### src/hdl/cosine_similarity_unit_macros.svh
// Assertion macros used by the cosine similarity unit controller.
`ifndef COSINE_SIMILARITY_UNIT_MACROS_SVH
`define COSINE_SIMILARITY_UNIT_MACROS_SVH

// Same-cycle implication, disabled during reset.
`define CSU_ASSERT_NOW(lbl, ante, cons) \
	lbl: assert property (@(posedge clk) disable iff (!arst_n) (ante) |-> (cons)) \
		else $error("cosine similarity assertion failed");

// Next-cycle implication, disabled during reset.
`define CSU_ASSERT_NEXT(lbl, ante, cons) \
	lbl: assert property (@(posedge clk) disable iff (!arst_n) (ante) |=> (cons)) \
		else $error("cosine similarity assertion failed");

`endif

### src/hdl/cossim_pkg.sv
// Shared widths, step counts and controller/datapath command types.
`default_nettype none
package cossim_pkg;
	localparam int ELEM_W      = 16;
	localparam int ACC_W       = 38;
	localparam int SQ_PROD_W   = 31;
	localparam int PROD_W      = 2 * ACC_W;
	localparam int FRAC_SHIFT  = 30;
	localparam int REM_W       = PROD_W + FRAC_SHIFT;
	localparam int QUO_W       = 30;
	localparam int SQ_W        = 15;
	localparam int MUL_STEPS   = ACC_W;
	localparam int DIV_STEPS   = QUO_W;
	localparam int SQRT_STEPS  = SQ_W;
	localparam int CNT_W       = 6;

	typedef struct packed {
		logic acc_en;
		logic mul_load;
		logic mul_sel;
		logic mul_step;
		logic n_store;
		logic div_load;
		logic div_sat;
		logic div_step;
		logic sqrt_load;
		logic sqrt_step;
		logic out_load;
	} cmd_t;

	typedef struct packed {
		logic zero;
	} status_t;
endpackage
`default_nettype wire

### src/hdl/cossim_if.sv
// Valid/ready channels for component pairs and similarity results.
`default_nettype none
interface cossim_item_if;
	logic                                valid;
	logic                                ready;
	logic signed [cossim_pkg::ELEM_W-1:0] elem_a;
	logic signed [cossim_pkg::ELEM_W-1:0] elem_b;
	logic                                last_elem;
	modport source (output valid, elem_a, elem_b, last_elem, input ready);
	modport sink (input valid, elem_a, elem_b, last_elem, output ready);
endinterface

interface cossim_result_if;
	logic                                valid;
	logic                                ready;
	logic signed [cossim_pkg::ELEM_W-1:0] similarity;
	logic                                zero_norm;
	modport source (output valid, similarity, zero_norm, input ready);
	modport sink (input valid, similarity, zero_norm, output ready);
endinterface
`default_nettype wire

### src/hdl/cosine_similarity_unit.sv
// Top level of the streaming cosine similarity unit.
// Usage:
//   item   : one component pair per transfer (elem_a, elem_b, Q2.14) with last_elem
//            marking the final pair of the two vectors.
//   result : one transfer per vector pair: similarity (Q1.15, truncated and
//            saturated) and zero_norm, set when either norm is zero (similarity 0).
// Throughput: one pair per cycle while accumulating. After the last pair the
//   input stalls through a shift-add multiply for norm_a*norm_b, another for
//   dot squared, a restoring divide, a bit-serial square root and the states
//   that sequence them. A zero norm skips from the check state straight to the
//   result state, which loads the output register once it is free.
// A new vector may start while the previous result waits to be taken, but the
//   next last pair's result waits until the output register is free.
// Reset (arst_n low, asynchronous) clears the accumulators, the sequencer and
//   the output valid; accumulators saturate on overlong vectors.
`default_nettype none
module cosine_similarity_unit (
	input  wire             clk,
	input  wire             arst_n,
	cossim_item_if.sink     item,
	cossim_result_if.source result
);
	cossim_pkg::cmd_t    cmd;
	cossim_pkg::status_t status;

	cossim_ctrl u_ctrl (
		.clk       (clk),
		.arst_n    (arst_n),
		.in_valid  (item.valid),
		.in_last   (item.last_elem),
		.in_ready  (item.ready),
		.out_valid (result.valid),
		.out_ready (result.ready),
		.status    (status),
		.cmd       (cmd)
	);

	cossim_dp u_dp (
		.clk        (clk),
		.arst_n     (arst_n),
		.cmd        (cmd),
		.status     (status),
		.elem_a     (item.elem_a),
		.elem_b     (item.elem_b),
		.last_elem  (item.last_elem),
		.similarity (result.similarity),
		.zero_norm  (result.zero_norm)
	);
endmodule
`default_nettype wire

### src/hdl/cossim_dp.sv
// Datapath: accumulators, shift-add multiplier, restoring divider, bit-serial square root.
`default_nettype none
module cossim_dp (
	input  wire                                 clk,
	input  wire                                 arst_n,
	input  wire cossim_pkg::cmd_t               cmd,
	output cossim_pkg::status_t                 status,
	input  wire signed [cossim_pkg::ELEM_W-1:0] elem_a,
	input  wire signed [cossim_pkg::ELEM_W-1:0] elem_b,
	input  wire                                 last_elem,
	output logic signed [cossim_pkg::ELEM_W-1:0] similarity,
	output logic                                zero_norm
);
	localparam int AW = cossim_pkg::ACC_W;
	localparam int PW = cossim_pkg::PROD_W;
	localparam int RW = cossim_pkg::REM_W;
	localparam int QW = cossim_pkg::QUO_W;
	localparam int SW = cossim_pkg::SQ_W;
	localparam int EW = cossim_pkg::ELEM_W;

	logic signed [AW-1:0] dot_q;
	logic [AW-1:0]        na_q, nb_q;
	logic [AW-1:0]        nx_q, ny_q, mag_q;
	logic                 neg_q, zero_q;
	logic [PW-1:0]        mcand_q, prod_q, nval_q;
	logic [AW-1:0]        mplier_q;
	logic [RW-1:0]        rem_q, dv_q;
	logic [QW-1:0]        quo_q;
	logic                 sat_q;
	logic [SW-1:0]        sq_q, sbit_q;

	logic signed [2*EW-1:0] ab, aa_s, bb_s;
	logic signed [AW:0]     dsum;
	logic [AW:0]            asum, bsum;
	logic signed [AW-1:0]   d_next;
	logic [AW-1:0]          na_next, nb_next;
	logic [SW-1:0]          t_try;
	logic [2*SW-1:0]        t_sq;

	always_comb begin
		ab   = elem_a * elem_b;
		aa_s = elem_a * elem_a;
		bb_s = elem_b * elem_b;
		dsum = {dot_q[AW-1], dot_q} + {{(AW+1-2*EW){ab[2*EW-1]}}, ab};
		asum = {1'b0, na_q} + {{(AW+1-cossim_pkg::SQ_PROD_W){1'b0}},
			aa_s[cossim_pkg::SQ_PROD_W-1:0]};
		bsum = {1'b0, nb_q} + {{(AW+1-cossim_pkg::SQ_PROD_W){1'b0}},
			bb_s[cossim_pkg::SQ_PROD_W-1:0]};
		// clamp at the 38-bit limits instead of wrapping
		if (dsum[AW] != dsum[AW-1]) begin
			d_next = dsum[AW] ? {1'b1, {(AW-1){1'b0}}} : {1'b0, {(AW-1){1'b1}}};
		end else begin
			d_next = dsum[AW-1:0];
		end
		na_next = asum[AW] ? {AW{1'b1}} : asum[AW-1:0];
		nb_next = bsum[AW] ? {AW{1'b1}} : bsum[AW-1:0];
		t_try   = sq_q | sbit_q;
		t_sq    = t_try * t_try;
	end

	always_ff @(posedge clk or negedge arst_n) begin
		if (!arst_n) begin
			dot_q <= '0;
			na_q  <= '0;
			nb_q  <= '0;
		end else if (cmd.acc_en) begin
			if (last_elem) begin
				dot_q <= '0;
				na_q  <= '0;
				nb_q  <= '0;
			end else begin
				dot_q <= d_next;
				na_q  <= na_next;
				nb_q  <= nb_next;
			end
		end
	end

	always_ff @(posedge clk) begin
		if (cmd.acc_en && last_elem) begin
			nx_q   <= na_next;
			ny_q   <= nb_next;
			neg_q  <= d_next[AW-1];
			mag_q  <= d_next[AW-1] ? AW'(-d_next) : AW'(d_next);
			zero_q <= (na_next == '0) || (nb_next == '0);
		end
		if (cmd.mul_load) begin
			mcand_q  <= {{(PW-AW){1'b0}}, (cmd.mul_sel ? mag_q : nx_q)};
			mplier_q <= cmd.mul_sel ? mag_q : ny_q;
			prod_q   <= '0;
		end else if (cmd.mul_step) begin
			if (mplier_q[0]) prod_q <= prod_q + mcand_q;
			mcand_q  <= mcand_q << 1;
			mplier_q <= mplier_q >> 1;
		end
		if (cmd.n_store) nval_q <= prod_q;
		if (cmd.div_load) begin
			rem_q <= {prod_q, {cossim_pkg::FRAC_SHIFT{1'b0}}};
			dv_q  <= {nval_q, {cossim_pkg::FRAC_SHIFT{1'b0}}};
			quo_q <= '0;
		end else if (cmd.div_sat) begin
			sat_q <= rem_q >= dv_q;
			dv_q  <= dv_q >> 1;
		end else if (cmd.div_step) begin
			if (rem_q >= dv_q) begin
				rem_q <= rem_q - dv_q;
				quo_q <= {quo_q[QW-2:0], 1'b1};
			end else begin
				quo_q <= {quo_q[QW-2:0], 1'b0};
			end
			dv_q <= dv_q >> 1;
		end
		if (cmd.sqrt_load) begin
			sq_q   <= '0;
			sbit_q <= {1'b1, {(SW-1){1'b0}}};
		end else if (cmd.sqrt_step) begin
			if (t_sq <= quo_q) sq_q <= t_try;
			sbit_q <= sbit_q >> 1;
		end
		if (cmd.out_load) begin
			zero_norm <= zero_q;
			if (zero_q) begin
				similarity <= '0;
			end else if (sat_q) begin
				similarity <= neg_q ? {1'b1, {(EW-1){1'b0}}} : {1'b0, {(EW-1){1'b1}}};
			end else begin
				similarity <= neg_q ? -$signed({1'b0, sq_q}) : $signed({1'b0, sq_q});
			end
		end
	end

	assign status.zero = zero_q;
endmodule
`default_nettype wire

### src/hdl/cossim_ctrl.sv
// Controller: sequences accumulation, multiply, divide, square root and result hand-off.
`default_nettype none
`include "cosine_similarity_unit_macros.svh"
module cossim_ctrl (
	input  wire                       clk,
	input  wire                       arst_n,
	input  wire                       in_valid,
	input  wire                       in_last,
	output logic                      in_ready,
	output logic                      out_valid,
	input  wire                       out_ready,
	input  wire cossim_pkg::status_t  status,
	output cossim_pkg::cmd_t          cmd
);
	localparam int CW = cossim_pkg::CNT_W;
	localparam logic [3:0] ST_ACC  = 4'd0;
	localparam logic [3:0] ST_CHK  = 4'd1;
	localparam logic [3:0] ST_MULN = 4'd2;
	localparam logic [3:0] ST_MLDR = 4'd3;
	localparam logic [3:0] ST_MULR = 4'd4;
	localparam logic [3:0] ST_DLD  = 4'd5;
	localparam logic [3:0] ST_DSAT = 4'd6;
	localparam logic [3:0] ST_DIV  = 4'd7;
	localparam logic [3:0] ST_SLD  = 4'd8;
	localparam logic [3:0] ST_SQRT = 4'd9;
	localparam logic [3:0] ST_FIN  = 4'd10;
	localparam logic [CW-1:0] MUL_LAST  = CW'(cossim_pkg::MUL_STEPS - 1);
	localparam logic [CW-1:0] DIV_LAST  = CW'(cossim_pkg::DIV_STEPS - 1);
	localparam logic [CW-1:0] SQRT_LAST = CW'(cossim_pkg::SQRT_STEPS - 1);

	logic [3:0]    state_q, state_d;
	logic [CW-1:0] cnt_q, cnt_d;
	logic          out_valid_q;

	always_comb begin
		state_d  = state_q;
		cnt_d    = cnt_q;
		cmd      = '0;
		in_ready = 1'b0;
		case (state_q)
			ST_ACC: begin
				in_ready   = 1'b1;
				cmd.acc_en = in_valid;
				if (in_valid && in_last) state_d = ST_CHK;
			end
			ST_CHK: begin
				cmd.mul_load = 1'b1;
				cnt_d        = '0;
				state_d      = status.zero ? ST_FIN : ST_MULN;
			end
			ST_MULN: begin
				cmd.mul_step = 1'b1;
				cnt_d        = cnt_q + 1'b1;
				if (cnt_q == MUL_LAST) begin
					cnt_d   = '0;
					state_d = ST_MLDR;
				end
			end
			ST_MLDR: begin
				cmd.n_store  = 1'b1;
				cmd.mul_load = 1'b1;
				cmd.mul_sel  = 1'b1;
				state_d      = ST_MULR;
			end
			ST_MULR: begin
				cmd.mul_step = 1'b1;
				cnt_d        = cnt_q + 1'b1;
				if (cnt_q == MUL_LAST) begin
					cnt_d   = '0;
					state_d = ST_DLD;
				end
			end
			ST_DLD: begin
				cmd.div_load = 1'b1;
				state_d      = ST_DSAT;
			end
			ST_DSAT: begin
				cmd.div_sat = 1'b1;
				state_d     = ST_DIV;
			end
			ST_DIV: begin
				cmd.div_step = 1'b1;
				cnt_d        = cnt_q + 1'b1;
				if (cnt_q == DIV_LAST) begin
					cnt_d   = '0;
					state_d = ST_SLD;
				end
			end
			ST_SLD: begin
				cmd.sqrt_load = 1'b1;
				state_d       = ST_SQRT;
			end
			ST_SQRT: begin
				cmd.sqrt_step = 1'b1;
				cnt_d         = cnt_q + 1'b1;
				if (cnt_q == SQRT_LAST) begin
					cnt_d   = '0;
					state_d = ST_FIN;
				end
			end
			ST_FIN: begin
				// hold until the output register is free
				if (!out_valid_q || out_ready) begin
					cmd.out_load = 1'b1;
					state_d      = ST_ACC;
				end
			end
			default: state_d = ST_ACC;
		endcase
	end

	always_ff @(posedge clk or negedge arst_n) begin
		if (!arst_n) begin
			state_q     <= ST_ACC;
			cnt_q       <= '0;
			out_valid_q <= 1'b0;
		end else begin
			state_q <= state_d;
			cnt_q   <= cnt_d;
			if (cmd.out_load) out_valid_q <= 1'b1;
			else if (out_ready) out_valid_q <= 1'b0;
		end
	end

	assign out_valid = out_valid_q;

	`CSU_ASSERT_NOW(a_ready_only_acc, in_ready, state_q == ST_ACC)
	`CSU_ASSERT_NEXT(a_last_blocks, in_valid && in_ready && in_last, !in_ready)
	`CSU_ASSERT_NOW(a_load_from_fin, cmd.out_load, state_q == ST_FIN)
	`CSU_ASSERT_NEXT(a_result_after_load, cmd.out_load, out_valid)
endmodule
`default_nettype wire
### src/flat_wrapper.sv
// flat-port wrapper written by rule: the top's interface ports become plain ports
module cosine_similarity_unit_flat 
  (clk, arst_n, item_valid, item_elem_a, item_elem_b, item_last_elem, item_ready, result_valid, result_similarity, result_zero_norm, result_ready);
  cossim_item_if item_i ();
  cossim_result_if result_i ();
  input  wire clk;
  input  wire arst_n;
  input wire logic [$bits(item_i.valid)-1:0] item_valid;
  input wire logic [$bits(item_i.elem_a)-1:0] item_elem_a;
  input wire logic [$bits(item_i.elem_b)-1:0] item_elem_b;
  input wire logic [$bits(item_i.last_elem)-1:0] item_last_elem;
  output wire logic [$bits(item_i.ready)-1:0] item_ready;
  output wire logic [$bits(result_i.valid)-1:0] result_valid;
  output wire logic [$bits(result_i.similarity)-1:0] result_similarity;
  output wire logic [$bits(result_i.zero_norm)-1:0] result_zero_norm;
  input wire logic [$bits(result_i.ready)-1:0] result_ready;
  assign item_i.valid = item_valid;
  assign item_i.elem_a = item_elem_a;
  assign item_i.elem_b = item_elem_b;
  assign item_i.last_elem = item_last_elem;
  assign item_ready = item_i.ready;
  assign result_valid = result_i.valid;
  assign result_similarity = result_i.similarity;
  assign result_zero_norm = result_i.zero_norm;
  assign result_i.ready = result_ready;
  cosine_similarity_unit u_core (.clk(clk), .arst_n(arst_n), .item(item_i), .result(result_i));
endmodule
### config.mk
export PLATFORM = sky130hd
export DESIGN_NAME = cosine_similarity_unit_flat
export DESIGN_NICKNAME = d
export VERILOG_FILES = /design/src/hdl/cossim_pkg.sv /design/src/hdl/cossim_if.sv /design/src/hdl/cosine_similarity_unit.sv /design/src/hdl/cossim_dp.sv /design/src/hdl/cossim_ctrl.sv /design/src/flat_wrapper.sv
export VERILOG_INCLUDE_DIRS = /design/src /design/src/hdl
export SDC_FILE = /design/constraint.sdc
export NUM_CORES = 2
export LEC_CHECK = 0
export ABC_CLOCK_PERIOD_IN_PS = 15490
export BUFFER_PORTS_ARGS = -buffer_cell sky130_fd_sc_hd__buf_4
export CORE_ASPECT_RATIO = 0.7
export CORE_MARGIN = 2
export CORE_UTILIZATION = 40
export DETAILED_ROUTE_END_ITERATION = 12
export GPL_TIMING_DRIVEN = 0
export RECOVER_POWER = 25
export SLEW_MARGIN = 15
export SYNTH_ARGS = -nofsm -noshare
export SYNTH_HDL_FRONTEND = slang
export SYNTH_SLANG_ARGS = --single-unit
### constraint.sdc
create_clock -name clk -period 15.49 [get_ports clk]
set_input_delay 0.7745 -clock clk [delete_from_list [all_inputs] [get_ports clk]]
set_output_delay 0.7745 -clock clk [all_outputs]
set_load 0.01 [all_outputs]
* Yosys cells after proc, flatten, opt, wreduce, memory -nomap -nowiden
Index checks and enable logic that the tools add are counted.
** Cells by class
- Add/subtract/negate cells :: 8
- Multipliers :: 4
- Magnitude comparators :: 2
- Equality and inequality tests :: 21
- Multiplexer cells :: 51
- Bitwise gates (word level) :: 3
- Reductions and logical operators :: 24
** Operators by type and width (number)
- $mux 106 :: 7
- $mux 38 :: 13
- $ge 106x106->1 :: 1
- $sub 106x106->106 :: 1
- $add 38x31->39 :: 2
- $add 76x76->76 :: 1
- $logic_not 38->1 :: 2
- $mul 16x16->31 :: 2
- $mux 16 :: 3
- $pmux 4 s11 :: 1
- $add 38x32->39 :: 1
- $neg 38->38 :: 1
- $mux 37 :: 1
- $mul 16x16->32 :: 1
- $le 30x30->1 :: 1
- $mul 15x15->30 :: 1
- $mux 4 :: 7
- $pmux 6 s4 :: 1
- $mux 6 :: 3
- $eq 4x3->1 const B :: 4
- $neg 15->16 :: 1
- $mux 1 :: 15
- $or 15x15->15 :: 1
- $eq 4x4->1 const B :: 3
- 21 further kinds :: 39
** Storage, ports and cells
- Flip-flop bits (word level) :: 797
- Bits of input ports :: 37
- Output and inout port bits :: 19
- Word-level logic and storage cells :: 140

* Logic depth before layout (Yosys ltp)
- Depth in word-level cells :: 6
- Depth in mapped cells :: 42
- Depth with buffers taken out :: 41

* Cells and area by module
Synthesis repeated with hierarchy kept, for this count alone.
** Second synthesis, totals
- Cells, all modules :: 9005
- Area, all modules :: 82507.9 um^2
** Modules (own cells, without submodules)
- cossim_dp :: instances 1, cells an instance 8902, area an instance 81672.1 um^2, seq. area each 20689.8 um^2
- cossim_ctrl :: instances 1, cells an instance 103, area an instance 835.8 um^2, seq. area each 275.3 um^2

* Worst setup path before layout
Ideal clock, no wire load.
- Path type :: input to register
- Start :: input item_elem_a[15]
- End :: register u_core.u_dp.mag_q[36], data pin
- Setup time :: 0.268 ns
- Arrival :: 9.887 ns
- Required time :: 15.222 ns
- Path slack :: 5.335 ns
- Stages :: 39
- Path buffers :: 5
- Cells stage by stage :: clkbuf_1 inv_1 buf_1 nor2_1 fa_1 fa_1 inv_1 fa_1 fa_1 fa_1 inv_1 fa_1 ha_1 a21o_1 a21o_1 a21oi_1 o221ai_1 a31oi_1 [3 not listed] nand2_1 a21o_1 a21o_1 xor2_1 ha_1 clkbuf_1 clkbuf_1 clkbuf_1 o21ai_0 ha_1 nand2b_1 nor3_1 a21oi_1 a2111oi_4 nand2_1 nor4b_2 a41oi_1 xor2_1
** On the way
- Longest elaborated chain between the ends :: 6
- Elaborated cells between the ends (all ways) :: 7
- Those cells by class :: add/sub: 2; mul: 1; eq/ne: 1; mux: 3
** Ends and longest elaborated chain
- start: declaration :: RTL line flat_wrapper.sv:9 : input wire logic [$bits(item_i.elem_a)-1:0] item_elem_a;
- $mul 16x16->32 * :: RTL line cossim_dp.sv:41 : ab = elem_a * elem_b;
- $add 38x32->39 * :: RTL line cossim_dp.sv:44 : dsum = {dot_q[AW-1], dot_q} + {{(AW+1-2*EW){ab[2*EW-1]}}, ab};
- $mux 38 or $ne 1x1->1 (tied branches) :: RTL line cossim_dp.sv:51, cossim_dp.sv:50
- $mux 38 * :: RTL line cossim_dp.sv:50 : if (dsum[AW] != dsum[AW-1]) begin
- $neg 38->38 :: RTL line cossim_dp.sv:84 : mag_q <= d_next[AW-1] ? AW'(-d_next) : AW'(d_next);
- $mux 37 * :: RTL line cossim_dp.sv:84
- end signal: assignment :: RTL line cossim_dp.sv:84
- end: declaration :: RTL line cossim_dp.sv:23 : logic [AW-1:0] nx_q, ny_q, mag_q;
Every way passes the cells marked *; elsewhere a longest branch is shown, timed or not.
A chain may end at the register's enable or synchronous reset.

* Final worst setup path
- Start :: input item_elem_b[15]
- End :: register u_core.u_dp.mag_q[28], data pin
** On the way
- Longest elaborated chain between the ends :: 6
- Elaborated cells between the ends (all ways) :: 7
- Those cells by class :: add/sub: 2; mul: 1; eq/ne: 1; mux: 3
** Ends and longest elaborated chain
- start: declaration :: RTL line flat_wrapper.sv:10 : input wire logic [$bits(item_i.elem_b)-1:0] item_elem_b;
- $mul 16x16->32 * :: RTL line cossim_dp.sv:41
- $add 38x32->39 * :: RTL line cossim_dp.sv:44
- $mux 38 or $ne 1x1->1 (tied branches) :: RTL line cossim_dp.sv:51, cossim_dp.sv:50
- $mux 38 * :: RTL line cossim_dp.sv:50
- $neg 38->38 :: RTL line cossim_dp.sv:84
- $mux 37 * :: RTL line cossim_dp.sv:84
Marks and branches as above.

==> flow_metrics.env <==
export IMPL_hpwl_mm=198
export IMPL_timing_fmax_mhz=75.2
export IMPL_grt_use_met1_pct=37.5
export IMPL_clock_root_buffer="clkbuf_16"
export IMPL_worstMarginPinSlew_ns=3.95
export IMPL_ys_ff_latch=797
export IMPL_crit_arrival_ns=13.76
export IMPL_cpPeakStageDelay_ns=0.81
export IMPL_cts_sinks=797
export IMPL_violations="max-capacitance violations, max-slew violations"
export IMPL_nFillCells=19300
export IMPL_remaining_drc_errors=0
export IMPL_place_ws_ns=2.10
export IMPL_cts_setup_buffers=0
export IMPL_drv_cap=4
export IMPL_hp_start="result_ready"
export IMPL_synth_cells=8672
export IMPL_ys_flop_type="edfxtp_1"
export IMPL_multi_input_area_um2=53100
export IMPL_cp_required_ns=15.96
export IMPL_synth_top_cell_area_share_pct=22.9
export IMPL_dieArea_um2=205000
export IMPL_skew_ns=0.0195
export IMPL_cp_slowest_cell="clkbuf_1"
export IMPL_synth_area_top_cells="fa_1 23%, edfxtp_1 16%, ha_1 10%"
export IMPL_avgSynthCellArea_um2=9.27
export IMPL_cts_made_buffers=86
export IMPL_path_clk_slew_ns=0.07
export IMPL_ys_warn_count=0
export IMPL_period_share_pct=85.8
export IMPL_clkLatencyLatePin_ns=0.71
export IMPL_cts_resized=0
export IMPL_portBuffers=45
export IMPL_grt_use_met3_pct=5.94
export IMPL_avgRoutedWirePerCell_um=21.1
export IMPL_report_final_slew_viol_count=174
export IMPL_cp_end_kind="register"
export IMPL_busiest_layer="met1"
export IMPL_cts_path_max_buffers=3
export IMPL_status="finished, violations left"
export IMPL_r2r_start="u_core.u_dp.dot_q[15]$_DFFE_PN0P_"
export IMPL_setup_tns_ns=0
export IMPL_hold_viol_final=0
export IMPL_fin_nets=10400
export IMPL_reg2regPathDepth=35
export IMPL_yosysSeqAreaShare_pct=26.1
export IMPL_crit_fanout=10
export IMPL_grt_antenna_before_repair=12
export IMPL_drtIter0Drc=6161
export IMPL_first_pass_iters=6
export IMPL_rsz0062_at_grt="false"
export IMPL_yosys_area_top_type="fa_1"
export IMPL_worstSetupPathType="primary input to register"
export IMPL_netlist_area_um2=80300
export IMPL_io_pins=56
export IMPL_globalplace_congestion=0.959
export IMPL_synth_distinct_cells=90
export IMPL_grt_overflow=0
export IMPL_synth_fp_nets=10300
export IMPL_grtUsageTotal_pct=23.9
export IMPL_worst_slack_ns=2.20
export IMPL_drive_above_1_share_pct=3.02
export IMPL_r2r_end="u_core.u_dp.mag_q[28]$_DFFE_PP_"
export IMPL_worstSetupStartpointType="primary input"
export IMPL_async_flop_share_pct=15.7
export IMPL_fp_dieH_um=379
export IMPL_fin_crit_ns=13.29
export IMPL_setup_violations=0
export IMPL_seqCellArea_um2=21000
export IMPL_design_core_area_um2=199000
export IMPL_h_tree_depth=3
export IMPL_dr_total_vias=62900
export IMPL_viasPerCell=5.45
export IMPL_hold_depth=2
export IMPL_routed_wl_mm=244
export IMPL_r2r_setup_slack_ns=4.65
export IMPL_min_path_type="primary input to register"
export IMPL_yosysMostFrequentCell="inv_1"
export IMPL_start_util_pct=40.3
export IMPL_grt_pass1_vias=62200
export IMPL_hold_end="u_core.u_ctrl.out_valid$_DFFE_PN0P_"
export IMPL_hold_buffers=0
export IMPL_synth_edf_count=438
export IMPL_slew_headroom_pct=-164
export IMPL_num_rows=137
export IMPL_die_w_um=540
export IMPL_syn2layout_area_growth_pct=8.52
export IMPL_cts_tree="done"
export IMPL_antenna_left=0
export IMPL_grt_use_met2_pct=32.4
export IMPL_grt_max_degree=64
export IMPL_ys_top_cells_by_count="1307 x inv_1, 1089 x nand2_1, 919 x fa_1, 659 x ha_1, 487 x nor2_1"
export IMPL_grt_first_pass_wirelength_mm=377
-- layout by cell type (no fill, tap or decap), types with 37 or more instances in the layout --
| cell | netlist | final |
|---|---|---|
| xnor2_1 | 277 | 276 |
| a211oi_1 | 38 | 37 |
| a21oi_1 | 482 | 481 |
| nand3_1 | 108 | 108 |
| a22o_1 | 153 | 153 |
| ha_1 | 659 | 659 |
| inv_1 | 1307 | 1307 |
| dfrtp_1 | 125 | 125 |
| clkbuf_1 | 337 | 385 |
| o21a_1 | 43 | 43 |
| and2_1 | 174 | 173 |
| dfxtp_1 | 234 | 234 |
| clkbuf_16 | 0 | 88 |
| xor2_1 | 147 | 147 |
| mux2i_1 | 109 | 109 |
| nand2_1 | 1089 | 1088 |
| and3_1 | 57 | 56 |
| nand2b_1 | 82 | 82 |
| o21bai_1 | 56 | 56 |
| nor2b_1 | 64 | 64 |
| a31oi_1 | 54 | 54 |
| or2_2 | 38 | 38 |
| a21o_1 | 198 | 198 |
| nand4_1 | 65 | 65 |
| fa_1 | 919 | 918 |
| o21ai_0 | 483 | 483 |
| edfxtp_1 | 438 | 438 |
| nor3_1 | 73 | 72 |
| nor2_1 | 487 | 486 |
-- logic make-up after synthesis --
logic type	Yosys count	synth area share, %
AND/OR/NAND/NOR	2333	13.1
AO/OA/AOI/OAI	1740	13.6
buffers and inverters	1685	7.89
adder cells (fa/ha/maj)	1578	33.2
flip-flops	797	26.1
XOR/XNOR	424	4.62
multiplexers	115	1.45
-- registers in the layout (all words and copies together) (netlist names), 38 cells and up --
name,count
u_core.u_dp.mplier_q,38
u_core.u_dp.prod_q,76
u_core.u_dp.mag_q,38
u_core.u_dp.dv_q,106
u_core.u_dp.mcand_q,76
u_core.u_dp.dot_q,38
u_core.u_dp.na_q,38
u_core.u_dp.ny_q,38
u_core.u_dp.nx_q,38
u_core.u_dp.nb_q,38
u_core.u_dp.nval_q,76
u_core.u_dp.rem_q,106
-- cell type report --
class / instances / area share (%)
timing repair buffer: 59 / 0.623
buffer: 365 / 1.59
clock inverter: 42 / 0.598
inverter: 1320 / 5.68
sequential: 797 / 24.0
antenna: 4 / 0.0115
multi-input combinational: 6190 / 60.9
clock buffer: 120 / 2.77
tap: 2641 / 3.79
-- through the flow --
step                hold slack [ns]  cells  utilization [%]  instance area [µm²]
finish                        0.280  11500             43.7                87200
global route                  0.256  11500             43.7                87200
floorplan                     0.424   8672                -                80300
global placement              0.435  11400             42.1                84000
detailed placement            0.442  11400             42.3                84400
CTS                          0.0226  11500             43.8                87300
-- per-layer routing --
metal,part of all wire [%],vias up
met2,39,2459
met1,49,31200
met5,0.027,-
li1,-,28900
met3,10,282
met4,2.3,8
-- critical path: cells and delay by family --
kind	cells	cell delay, ns
AO/OA/AOI/OAI	13	3.37
XOR/XNOR	2	0.84
adder cells (fa/ha/maj)	9	4.04
buffers and inverters	7	3.37
AND/OR/NAND/NOR	7	1.35
-- worst max-delay path by stage --
stage | from | end | slack, ns | cells after the start
after floorplan | item_elem_a[15] | u_core.u_dp.mag_q[36]$_DFFE_PP_ | 5.34 | 39
after global placement | item_elem_b[15] | u_core.u_dp.mag_q[36]$_DFFE_PP_ | 2.12 | 38
after detailed placement | item_elem_b[15] | u_core.u_dp.mag_q[36]$_DFFE_PP_ | 2.10 | 38
after CTS | item_elem_b[15] | u_core.u_dp.mag_q[36]$_DFFE_PP_ | 2.79 | 38
after global routing | item_elem_b[15] | u_core.u_dp.mag_q[36]$_DFFE_PP_ | 1.83 | 38
final | item_elem_b[15] | u_core.u_dp.mag_q[28]$_DFFE_PP_ | 2.20 | 38
Power is left out: the tool's default activity adds up to more than one toggle a clock period on the data nets, which glitch-free logic cannot reach.
